**src/design/dmsc_pkg.sv**
```systemverilog
// Package for the four-digit mode display scanner.
// Shared types and constants; no dependencies.
package dmsc_pkg;

    localparam int NUM_DIGITS  = 4;
    localparam int SCAN_W      = $clog2(NUM_DIGITS);
    localparam int DIG_W       = 4;
    localparam int READ_W      = 32;
    localparam int MAG_W       = 14;
    localparam int DWELL_W     = 16;
    localparam int MODE_OH_W   = 3;
    localparam int S_TDATA_W   = 104;
    localparam int M_TDATA_W   = 16;

    localparam logic [MAG_W-1:0]   MAG_MAX     = MAG_W'(9999);
    localparam logic [READ_W-1:0]  MAG_LIMIT   = READ_W'(9999);
    localparam logic [DWELL_W-1:0] DWELL_RESET = DWELL_W'(1000);

    localparam logic CMD_SAMPLE = 1'b0;
    localparam logic CMD_TICK   = 1'b1;

    typedef enum logic [1:0] {
        MODE_PRESSURE,
        MODE_TEMPERATURE,
        MODE_ALTITUDE
    } t_mode;

    typedef struct packed {
        logic              cmd;
        logic              button;
        logic [READ_W-1:0] pressure;
        logic [READ_W-1:0] temperature;
        logic [READ_W-1:0] altitude;
    } t_in_item;

    typedef struct packed {
        t_mode             mode;
        logic [SCAN_W-1:0] scan;
        logic [MAG_W-1:0]  mag;
        logic              neg;
        logic              ovf;
    } t_mid;

endpackage

```
**src/design/dmsc_state.sv**
```systemverilog
// Display state stage: mode cycling, reading magnitude and saturation, digit scan.
// Uses dmsc_pkg; holds the dwell register and a registered snapshot for the digit stage.
module dmsc_state import dmsc_pkg::*; (
    input  logic               i_clk,
    input  logic               i_rst_n,
    input  logic               i_cfg_we,
    input  logic [DWELL_W-1:0] i_cfg_wdata,
    input  logic               i_valid,
    output logic               o_ready,
    input  t_in_item           i_item,
    output logic               o_valid,
    output t_mid               o_mid,
    input  logic               i_ready
);

    logic [DWELL_W-1:0] r_dwell_ticks;
    t_mode              r_mode,  n_mode;
    logic               r_held,  n_held;
    logic [MAG_W-1:0]   r_mag,   n_mag;
    logic               r_neg,   n_neg;
    logic               r_ovf,   n_ovf;
    logic [SCAN_W-1:0]  r_scan,  n_scan;
    logic [DWELL_W-1:0] r_count, n_count;
    logic               r_valid;
    t_mid               r_mid;

    logic               fire;
    logic [READ_W-1:0]  reading;
    logic [READ_W-1:0]  abs_val;
    logic [DWELL_W-1:0] limit;
    logic [DWELL_W-1:0] count_inc;

    assign o_ready = !r_valid || i_ready;
    assign fire    = i_valid && o_ready;

    always_comb begin
        n_mode    = r_mode;
        n_held    = r_held;
        n_mag     = r_mag;
        n_neg     = r_neg;
        n_ovf     = r_ovf;
        n_scan    = r_scan;
        n_count   = r_count;
        reading   = '0;
        abs_val   = '0;
        limit     = (r_dwell_ticks == '0) ? DWELL_W'(1) : r_dwell_ticks;
        count_inc = r_count + DWELL_W'(1);
        if (i_item.cmd == CMD_SAMPLE) begin
            if (i_item.button) begin
                if (!r_held) begin
                    case (r_mode)
                        MODE_PRESSURE:    n_mode = MODE_TEMPERATURE;
                        MODE_TEMPERATURE: n_mode = MODE_ALTITUDE;
                        default:          n_mode = MODE_PRESSURE;
                    endcase
                    n_held = 1'b1;
                end
            end else begin
                n_held = 1'b0;
            end
            case (n_mode)
                MODE_PRESSURE:    reading = i_item.pressure;
                MODE_TEMPERATURE: reading = i_item.temperature;
                default:          reading = i_item.altitude;
            endcase
            n_neg   = reading[READ_W-1];
            abs_val = n_neg ? (READ_W'(0) - reading) : reading;
            n_ovf   = abs_val > MAG_LIMIT;
            n_mag   = n_ovf ? MAG_MAX : abs_val[MAG_W-1:0];
        end else begin
            if (count_inc >= limit || count_inc == '0) begin
                n_count = '0;
                n_scan  = r_scan + SCAN_W'(1);
            end else begin
                n_count = count_inc;
            end
        end
    end

    always_ff @(posedge i_clk) begin
        if (!i_rst_n) begin
            r_dwell_ticks <= DWELL_RESET;
        end else if (i_cfg_we) begin
            r_dwell_ticks <= i_cfg_wdata;
        end
    end

    always_ff @(posedge i_clk) begin
        if (!i_rst_n) begin
            r_mode  <= MODE_PRESSURE;
            r_held  <= 1'b0;
            r_mag   <= '0;
            r_neg   <= 1'b0;
            r_ovf   <= 1'b0;
            r_scan  <= '0;
            r_count <= '0;
            r_valid <= 1'b0;
        end else begin
            if (fire) begin
                r_mode  <= n_mode;
                r_held  <= n_held;
                r_mag   <= n_mag;
                r_neg   <= n_neg;
                r_ovf   <= n_ovf;
                r_scan  <= n_scan;
                r_count <= n_count;
            end
            if (o_ready) begin
                r_valid <= i_valid;
            end
        end
    end

    always_ff @(posedge i_clk) begin
        if (fire) begin
            r_mid.mode <= n_mode;
            r_mid.scan <= n_scan;
            r_mid.mag  <= n_mag;
            r_mid.neg  <= n_neg;
            r_mid.ovf  <= n_ovf;
        end
    end

    assign o_valid = r_valid;
    assign o_mid   = r_mid;

endmodule

```
**src/design/dmsc_digit.sv**
```systemverilog
// Digit stage: decimal digit of the scanned position, select pattern, point, flags.
// Uses dmsc_pkg; drives the registered master-side beat.
module dmsc_digit import dmsc_pkg::*; (
    input  logic                 i_clk,
    input  logic                 i_rst_n,
    input  logic                 i_valid,
    output logic                 o_ready,
    input  t_mid                 i_mid,
    output logic                 o_m_tvalid,
    input  logic                 i_m_tready,
    output logic [M_TDATA_W-1:0] o_m_tdata
);

    typedef struct packed {
        logic [DIG_W-1:0] digit;
        logic [MAG_W-1:0] rem;
    } t_dec_step;

    // leading decimal digit by parallel threshold compares
    function automatic t_dec_step dec_step(input logic [MAG_W-1:0] v,
                                           input logic [MAG_W-1:0] unit);
        t_dec_step        s;
        logic [MAG_W+3:0] th;
        s.digit = '0;
        s.rem   = v;
        th      = (MAG_W+4)'(unit);
        for (int k = 1; k <= 9; k++) begin
            if ((MAG_W+4)'(v) >= th) begin
                s.digit = DIG_W'(k);
                s.rem   = v - th[MAG_W-1:0];
            end
            th = th + (MAG_W+4)'(unit);
        end
        return s;
    endfunction

    t_dec_step        s3, s2, s1;
    logic [DIG_W-1:0] digit_value;
    logic [3:0]       digit_select;
    logic [MODE_OH_W-1:0] mode_onehot;
    logic             point_on;
    logic             fire;
    logic             r_valid;
    logic [M_TDATA_W-1:0] r_tdata;

    assign o_ready = !r_valid || i_m_tready;
    assign fire    = i_valid && o_ready;

    always_comb begin
        s3 = dec_step(i_mid.mag, MAG_W'(1000));
        s2 = dec_step(s3.rem, MAG_W'(100));
        s1 = dec_step(s2.rem, MAG_W'(10));
        case (i_mid.scan)
            2'd0:    begin digit_value = s1.rem[DIG_W-1:0]; digit_select = 4'b0111; end
            2'd1:    begin digit_value = s1.digit;          digit_select = 4'b1011; end
            2'd2:    begin digit_value = s2.digit;          digit_select = 4'b1101; end
            default: begin digit_value = s3.digit;          digit_select = 4'b1110; end
        endcase
        case (i_mid.mode)
            MODE_PRESSURE:    mode_onehot = 3'b001;
            MODE_TEMPERATURE: mode_onehot = 3'b010;
            default:          mode_onehot = 3'b100;
        endcase
        point_on = (i_mid.mode == MODE_TEMPERATURE) && (i_mid.scan == SCAN_W'(2));
    end

    always_ff @(posedge i_clk) begin
        if (!i_rst_n) begin
            r_valid <= 1'b0;
        end else if (o_ready) begin
            r_valid <= i_valid;
        end
    end

    always_ff @(posedge i_clk) begin
        if (fire) begin
            r_tdata <= {2'b00, i_mid.ovf, i_mid.neg, point_on,
                        digit_value, digit_select, mode_onehot};
        end
    end

    assign o_m_tvalid = r_valid;
    assign o_m_tdata  = r_tdata;

endmodule

```
**src/design/four_digit_mode_display_scanner_unit.sv**
```systemverilog
// Top level of the four-digit mode display scanner.
// Uses dmsc_pkg, dmsc_state and dmsc_digit.
//
// Every input beat gives one output beat showing the display after that beat.
// tuser 0 is a sample (button level and three readings), tuser 1 a scan tick.
// One beat is accepted per cycle when not stalled; input register, state stage
// and digit stage each hold their beat under back-pressure. dwell_ticks resets
// to 1000; the user must write it only while the block is idle (not enforced).
module four_digit_mode_display_scanner_unit import dmsc_pkg::*; (
    input  logic                 i_clk,
    input  logic                 i_rst_n,
    input  logic                 i_cfg_we,
    input  logic [DWELL_W-1:0]   i_cfg_wdata,
    input  logic                 s_tvalid,
    output logic                 s_tready,
    // [0] button_pressed, [32:1] pressure, [64:33] temperature,
    // [96:65] altitude, [103:97] zero
    input  logic [S_TDATA_W-1:0] s_tdata,
    // [0] cmd
    input  logic                 s_tuser,
    output logic                 m_tvalid,
    input  logic                 m_tready,
    // [2:0] mode_onehot, [6:3] digit_select, [10:7] digit_value,
    // [11] point_on, [12] negative, [13] overflow, [15:14] zero
    output logic [M_TDATA_W-1:0] m_tdata
);

    logic     r_in_valid;
    t_in_item r_in;
    logic     state_ready;
    logic     mid_valid;
    t_mid     mid;
    logic     digit_ready;

    assign s_tready = !r_in_valid || state_ready;

    always_ff @(posedge i_clk) begin
        if (!i_rst_n) begin
            r_in_valid <= 1'b0;
        end else if (s_tready) begin
            r_in_valid <= s_tvalid;
        end
    end

    always_ff @(posedge i_clk) begin
        if (s_tvalid && s_tready) begin
            r_in.cmd         <= s_tuser;
            r_in.button      <= s_tdata[0];
            r_in.pressure    <= s_tdata[32:1];
            r_in.temperature <= s_tdata[64:33];
            r_in.altitude    <= s_tdata[96:65];
        end
    end

    dmsc_state u_state (
        .i_clk       (i_clk),
        .i_rst_n     (i_rst_n),
        .i_cfg_we    (i_cfg_we),
        .i_cfg_wdata (i_cfg_wdata),
        .i_valid     (r_in_valid),
        .o_ready     (state_ready),
        .i_item      (r_in),
        .o_valid     (mid_valid),
        .o_mid       (mid),
        .i_ready     (digit_ready)
    );

    dmsc_digit u_digit (
        .i_clk      (i_clk),
        .i_rst_n    (i_rst_n),
        .i_valid    (mid_valid),
        .o_ready    (digit_ready),
        .i_mid      (mid),
        .o_m_tvalid (m_tvalid),
        .i_m_tready (m_tready),
        .o_m_tdata  (m_tdata)
    );

endmodule
```
**config.mk**
```make
export PLATFORM = sky130hd
export DESIGN_NAME = four_digit_mode_display_scanner_unit
export DESIGN_NICKNAME = d
export VERILOG_FILES = /design/src/design/dmsc_pkg.sv /design/src/design/dmsc_state.sv /design/src/design/dmsc_digit.sv /design/src/design/four_digit_mode_display_scanner_unit.sv
export SDC_FILE = /design/constraint.sdc
export NUM_CORES = 1
export LEC_CHECK = 0
export BUFFER_PORTS_ARGS = -buffer_cell sky130_fd_sc_hd__buf_4
export CAP_MARGIN = 20
export CORE_AREA = 5 5 226 228
export CTS_BUF_LIST = sky130_fd_sc_hd__clkbuf_4 sky130_fd_sc_hd__clkbuf_8
export DETAILED_ROUTE_END_ITERATION = 7
export DIE_AREA = 0 0 231 233
export PLACE_DENSITY_LB_ADDON = 0.2
export SLEW_MARGIN = 10
export SYNTH_ARGS = -nofsm -noshare
export SYNTH_HDL_FRONTEND = slang
export SYNTH_SLANG_ARGS = --single-unit
```
**constraint.sdc**
```tcl
create_clock -name i_clk -period 7.9 [get_ports i_clk]
set_input_delay 1.185 -clock i_clk [delete_from_list [all_inputs] [get_ports i_clk]]
set_output_delay 1.185 -clock i_clk [all_outputs]
set_load 0.05 [all_outputs]
```
* Word level (Yosys, flattened, before mapping)
Index checks and enable logic that the tools add are counted.
Storage, ports and cells: register bits after elaboration 188, bits in latches 0, bits in writable memories 0, ROM bits 0, bits of input ports 126, output and inout port bits 18, word-level logic and storage cells 153, memories 0
Operators by class: $add $sub $neg 30, multipliers 0, div/mod/pow operators 0, $lt $le $gt $ge 29, equal/unequal tests 5, shift-type cells 0, muxes and demuxes 47, bitwise logic cells 1, reduce and logical (&&, ||, !) cells 19
Operators with widths (count):
- 17-bit 2-to-1 mux | 12
- 16-bit 2-to-1 mux | 8
- 18-bit 2-to-1 mux | 6
- 14-bit by 10-bit greater-or-equal comparator with 1-bit output (second input constant) | 5
- 14-bit by 10-bit subtractor with 14-bit output (second input constant) | 5
- 32-bit 2-to-1 mux | 2
- 32-bit case mux with 2 select lines | 1
- 14-bit by 13-bit greater-or-equal comparator with 1-bit output (second input constant) | 4
- 14-bit by 7-bit greater-or-equal comparator with 1-bit output (second input constant) | 4
- 14-bit by 13-bit subtractor with 14-bit output (second input constant) | 4
- 14-bit by 7-bit subtractor with 14-bit output (second input constant) | 4
- 15-bit 2-to-1 mux | 3
- 14-bit by 6-bit greater-or-equal comparator with 1-bit output (second input constant) | 3
- 14-bit by 9-bit greater-or-equal comparator with 1-bit output (second input constant) | 3
- 14-bit by 6-bit subtractor with 14-bit output (second input constant) | 3
- 14-bit by 9-bit subtractor with 14-bit output (second input constant) | 3
- 32-bit by 14-bit greater-than comparator with 1-bit output (second input constant) | 1
- 16-bit zero test | 2
- 1-bit by 32-bit subtractor with 32-bit output (first input constant) | 1
- 14-bit by 12-bit greater-or-equal comparator with 1-bit output (second input constant) | 2
- 14-bit by 5-bit greater-or-equal comparator with 1-bit output (second input constant) | 2
- 14-bit 2-to-1 mux | 2
- 14-bit by 12-bit subtractor with 14-bit output (second input constant) | 2
- 14-bit by 5-bit subtractor with 14-bit output (second input constant) | 2
- other kinds (24) | 47

* Logic depth before layout (Yosys ltp)
word-level depth 31, gate-level depth with buffers 31, gate-level depth less buffers 29

* By module
A second synthesis with hierarchy kept.
Unflattened totals: cell total of the unflattened synthesis 1808, area total of the unflattened synthesis 15987.8 sq um
Modules (own cells, without submodules):
- dmsc_digit | times used 1, cells an instance 928, area an instance 6668.9 sq um, sequential area each 440.4 sq um
- dmsc_state | times used 1, cells an instance 777, area an instance 6318.6 sq um, sequential area each 1681.6 sq um
- four_digit_mode_display_scanner_unit | times used 1, cells an instance 103, area an instance 3000.4 sq um, sequential area each 2962.8 sq um

* Least setup slack after synthesis
OpenSTA, ideal clock, no wires.
kind register -> register, from register u_state.r_mid (netlist bit u_state.o_mid[9]), to register u_digit.r_tdata[10], in the netlist u_digit.o_m_tdata[10] (data pin), setup time 0.130 ns, data arrival time 7.089 ns, data required time 7.770 ns, path slack 0.680 ns, stages on the path, launching flop included 30, path buffers 3, period minus slack after synthesis 7.220 ns, cell sequence edfxtp_1 -> clkbuf_1 -> clkbuf_1 -> inv_1 -> ha_1 -> a21o_1 -> a311o_1 -> clkbuf_1 -> and3_1 -> o311a_1 -> nor2_1 -> inv_1 -> ha_1 -> nand2_1 -> inv_1 -> a31oi_1 -> o21ai_0 -> and2_1 -> a311o_1 -> a211oi_1 -> a21oi_2 -> inv_1 -> ha_1 -> a21boi_0 -> o41ai_1 -> and2_1 -> o31ai_1 -> o311ai_2 -> a221oi_1 -> a211o_1
Between the ends: longest elaborated chain between the ends 31, elaborated cells on any way between the ends 82, those cells by class 27 x add/sub; 27 x order compare; 28 x mux
RTL lines:
- start: declaration | line dmsc_state.sv:25 | t_mid r_mid;
- 14-bit by 10-bit greater-or-equal comparator with 1-bit output or 14-bit by 10-bit subtractor with 14-bit output (tied branches) | line dmsc_digit.sv:28, dmsc_digit.sv:30
- 15-bit 2-to-1 mux | line dmsc_digit.sv:28 | if ((MAG_W+4)'(v) >= th) begin
- 16-bit 2-to-1 mux (2 in a row) | line dmsc_digit.sv:28
- 17-bit 2-to-1 mux (4 in a row) | line dmsc_digit.sv:28
- 18-bit 2-to-1 mux | line dmsc_digit.sv:28
- 18-bit 2-to-1 mux (*) | line dmsc_digit.sv:28
- 14-bit by 7-bit subtractor with 14-bit output or 14-bit by 7-bit greater-or-equal comparator with 1-bit output (tied branches) | line dmsc_digit.sv:30, dmsc_digit.sv:28
- 15-bit 2-to-1 mux | line dmsc_digit.sv:28
- [6 not listed]
- 18-bit 2-to-1 mux (2 in a row) | line dmsc_digit.sv:28
- 14-bit by 4-bit subtractor with 14-bit output or 14-bit by 4-bit greater-or-equal comparator with 1-bit output (tied branches) | line dmsc_digit.sv:30, dmsc_digit.sv:28
- 15-bit 2-to-1 mux | line dmsc_digit.sv:28
- 16-bit 2-to-1 mux (2 in a row) | line dmsc_digit.sv:28
- 17-bit 2-to-1 mux (4 in a row) | line dmsc_digit.sv:28
- 18-bit 2-to-1 mux (2 in a row) | line dmsc_digit.sv:28
- 4-bit case mux with 3 select lines (*) | line dmsc_digit.sv:53 | case (i_mid.scan)
- net u_digit.digit_value[3] | line dmsc_digit.sv:38 | logic [DIG_W-1:0] digit_value;
- end signal: assignment | line dmsc_digit.sv:77 | r_tdata <= {2'b00, i_mid.ovf, i_mid.neg, point_on,
- end: declaration | line dmsc_digit.sv:44 | logic [M_TDATA_W-1:0] r_tdata;
The timed path passes the listed nets; every way through them passes the cells marked *. A chain may end at the register's enable or synchronous reset.

* Final worst setup path
from register u_state.r_mid (netlist bit u_state.o_mid[13]), to register u_digit.r_tdata[9], in the netlist u_digit.o_m_tdata[9] (data pin)
Same word-level chain as after synthesis.

==> results.sh <==
export IMPL_setup_viol=0
export IMPL_synth_area_um2=14420
export IMPL_antenna_found_initial=1
export IMPL_fin_util_pct=35.49
export IMPL_area_growth_pct=19.75
export IMPL_routed_wl_um=46720
export IMPL_final_cell_mix="buf_4, nand2_1, edfxtp_1"
export IMPL_cts_tree="yes"
export IMPL_rsz0062_at_grt="no"
export IMPL_cp_required_ns=8.18
export IMPL_postCtsSetupRepairBufs=0
export IMPL_post_route_period_util_pct=90.74
export IMPL_ys_async_sr_fraction_pct=0
export IMPL_finalMaxSlewViolations=0
export IMPL_start_util_pct=29.63
export IMPL_io_buffers=134
export IMPL_finalWorstSetupSlack_ns=0.7317
export IMPL_ctsResizeCount=0
export IMPL_cts_buffer_depth=2
export IMPL_io_pin_count=144
export IMPL_skew_ns=0.01760
export IMPL_grt_pass1_vias=13480
export IMPL_maxClockFrequency_mhz=139.5
export IMPL_endpoint_kind="flip-flop"
export IMPL_synth_main_ff_cell="edfxtp_1"
export IMPL_synth_compound_area_share_pct=25.63
export IMPL_hpwlAfterDp_um=35070
export IMPL_cts_max_level=4
export IMPL_viasPerCell=5.593
export IMPL_clk_pin_slew_worst_paths_ns=0.11
export IMPL_worst_path_buf_inv=4
export IMPL_cpPeakStageDelay_ns=0.65
export IMPL_synth_edf_count=132
export IMPL_drt_pass1_iterations=8
export IMPL_die_w_um=231
export IMPL_design_area_um2=17260
export IMPL_cp_depth=23
export IMPL_avgSynthCellArea_um2=8.627
export IMPL_tns_ns=0
export IMPL_critPathLaunch="u_state.o_mid[13]$_DFFE_PP_"
export IMPL_synthSimpleGateAreaFrac_pct=21.60
export IMPL_grt_first_pass_wirelength_um=73620
export IMPL_power_mw=2.714
export IMPL_finalHoldViolations=0
export IMPL_worstRegToRegCells=23
export IMPL_netSwitchingFraction_pct=36.24
export IMPL_cts_root_buf="clkbuf_8"
export IMPL_synth_top_area_share_pct=27.50
export IMPL_netSwitchingPower_mw=0.9837
export IMPL_synth_area_leaders="edfxtp_1, dfxtp_1, nand2_1"
export IMPL_final_common_cell="buf_4"
export IMPL_synth_cells=1671
export IMPL_min_period_ns=7.168
export IMPL_seq_area_frac_synth_pct=35.27
export IMPL_synth_xor_area_share_pct=3.090
export IMPL_ys_ff_latch=188
export IMPL_critPathMaxFanout=11
export IMPL_pwr_share_comb_pct=33.3
export IMPL_slew_headroom_pct=31.03
export IMPL_synth_cell_types=113
export IMPL_synth_warnings=0
export IMPL_synth_top_family_by_area="compound AO/OA/AOI/OAI gates"
export IMPL_status="completed"
export IMPL_tightest_slew_ns=1.024
export IMPL_maxCapViolations=0
export IMPL_cts_sinks=188
export IMPL_dp_slack_ns=0.7806
export IMPL_p_clk_share_pct=24.0
export IMPL_p_per_area_nw_per_um2=157.2
export IMPL_core_area_um2=48650
export IMPL_drtIter0Drc=1377
export IMPL_crit_chain="buf_4 > or3_1 > a41o_1 > o21ai_1 > o211ai_1 > o311a_1 > nor2_1 > ha_1 > inv_1 > buf_4 > o31ai_1 > or4b_2 > a22oi_1 > a21oi_1 > o221ai_1 > xnor2_1 > o2111ai_1 > or3_1 > buf_4 > or2_2 > a311o_1 > a31oi_1 > o21ai_1"
export IMPL_fillers=5038
export IMPL_critical_path_top_delay_family="compound AO/OA/AOI/OAI gates"
export IMPL_gr_total_overflow=0
export IMPL_synth_fa_ha_area_share_pct=5.277
export IMPL_synth_top_area_cell="edfxtp_1"
export IMPL_drive_gt1_share_pct=19.85
export IMPL_die_y_um=233
export IMPL_dpl_cell_area_um2=16870
export IMPL_hold_path_class="flip-flop to flip-flop"
export IMPL_place_congestion=0.9623
export IMPL_nNetsFinal=2047
export IMPL_drt_wirelength_per_cell_um=18.72
export IMPL_antenna_left=0
export IMPL_critPathKind="flip-flop to flip-flop"
export IMPL_rows=81
export IMPL_drc_errors=0
export IMPL_hold_buffers=0
export IMPL_crit_path_frequent_cell="buf_4"
export IMPL_grt_start_max_net_pins=78
export IMPL_seqPwrFrac_pct=42.7
export IMPL_timing_rr_start="u_state.o_mid[13]$_DFFE_PP_"
export IMPL_vias=13961
export IMPL_p_leak_nw=6.687
export IMPL_synthMuxAreaShare_pct=4.366
export IMPL_peakVddDrop_mv=0.1526
export IMPL_die_area_um2=53820
export IMPL_worstReg2RegEnd="u_digit.o_m_tdata[9]$_DFFE_PP_"
export IMPL_start_kind="flip-flop"
export IMPL_cts_buffers=17
export IMPL_slowest_stage="edfxtp_1"
export IMPL_crit_arrival_ns=7.45
export IMPL_clock_latency_ns=0.55
export IMPL_p_int_mw=1.730
export IMPL_grt_use_total_pct=17.08
export IMPL_antenna_cells=0
export IMPL_rrSetupSlack_ns=0.73
export IMPL_endpoint="u_digit.o_m_tdata[9]$_DFFE_PP_"
cells by family after synthesis:
group / after synthesis
muxes: 62
AOI/OAI and AO/OA: 525
DFF: 188
and+or+nand+nor: 619
other: 1
adders and majority gates: 61
buffers and inverters: 165
xor gates and xnor gates: 50
Yosys cell counts, types with 12 or more instances:
| master | number |
|---|---|
| and2_1 | 35 |
| nor2_1 | 73 |
| a21oi_1 | 102 |
| edfxtp_1 | 132 |
| and3_1 | 22 |
| buf_1 | 15 |
| o21ai_0 | 85 |
| nand3b_1 | 12 |
| a21o_1 | 24 |
| clkbuf_1 | 61 |
| nand4_1 | 15 |
| a31oi_1 | 43 |
| nand3_1 | 95 |
| nor2b_1 | 41 |
| nand2_1 | 220 |
| a21boi_0 | 15 |
| o21ai_1 | 12 |
| mux2i_1 | 55 |
| xnor2_1 | 30 |
| a211oi_1 | 28 |
| inv_1 | 55 |
| a22oi_1 | 13 |
| o211ai_1 | 28 |
| ha_1 | 60 |
| buf_2 | 23 |
| nor4_1 | 16 |
| nand2b_1 | 13 |
| o31ai_1 | 12 |
| xor2_1 | 19 |
| dfxtp_1 | 56 |
| nor3_1 | 26 |
power groups by stage:
stage	Clock [mW]	Combinational [mW]	Sequential (mW)
after floorplan	0	0.556	1.17
final	0.653	0.903	1.16
after detailed placement	0	0.891	1.18
after CTS	0.685	0.895	1.16
after global placement	0	0.887	1.18
after global routing	0.720	0.987	1.17
routing by layer:
layer	vias to the layer above	track usage [%]	wire length, um
met5	-	0	20
met4	2	6.575	1455
met3	90	3.844	3536
met2	577	27.84	21780
met1	6612	22.12	19930
li1	6680	-	-
worst min path at each step:
stage	from	endpoint	slack, ns	cells after the start
floorplan	u_state.o_mid[1]$_DFFE_PP_	u_digit.o_m_tdata[12]$_DFFE_PP_	0.40	0
global placement	u_state.o_mid[1]$_DFFE_PP_	u_digit.o_m_tdata[12]$_DFFE_PP_	0.40	0
detailed placement	u_state.o_mid[1]$_DFFE_PP_	u_digit.o_m_tdata[12]$_DFFE_PP_	0.41	0
CTS	u_state.o_mid[1]$_DFFE_PP_	u_digit.o_m_tdata[12]$_DFFE_PP_	0.44	0
global route	u_state.o_mid[1]$_DFFE_PP_	u_digit.o_m_tdata[12]$_DFFE_PP_	0.46	0
finish	u_state.o_mid[1]$_DFFE_PP_	u_digit.o_m_tdata[12]$_DFFE_PP_	0.43	0
through the flow:
| step | hold slack (ns) | std cells |
|---|---|---|
| after floorplan | 0.4003 | 1672 |
| after global placement | 0.4021 | 2464 |
| after detailed placement | 0.4101 | 2464 |
| after CTS | 0.4372 | 2496 |
| after global routing | 0.4554 | 2496 |
| final | 0.4334 | 2496 |
state kept, by name (all words and copies together), names as in the netlist, 2 cells and up:
register / flops
r_in: 98
u_digit.o_m_tdata: 14
u_state.o_mid: 20
u_state.r_count: 16
u_state.r_dwell_ticks: 16
u_state.r_mag: 14
u_state.r_mode: 2
u_state.r_scan: 2
area by class of cell:
| class | count | area, um2 | area share, % |
|---|---|---|---|
| inverters | 58 | 217.7 | 1.261 |
| clock inverters | 14 | 146.4 | 0.8479 |
| well taps | 622 | 778.2 | 4.508 |
| flip-flops and latches | 188 | 5087 | 29.47 |
| clock buffers | 18 | 247.7 | 1.435 |
| multi-input cells | 1319 | 8695 | 50.36 |
| repair buffers | 277 | 2092 | 12.12 |
Power figures use the tool's default switching activity.
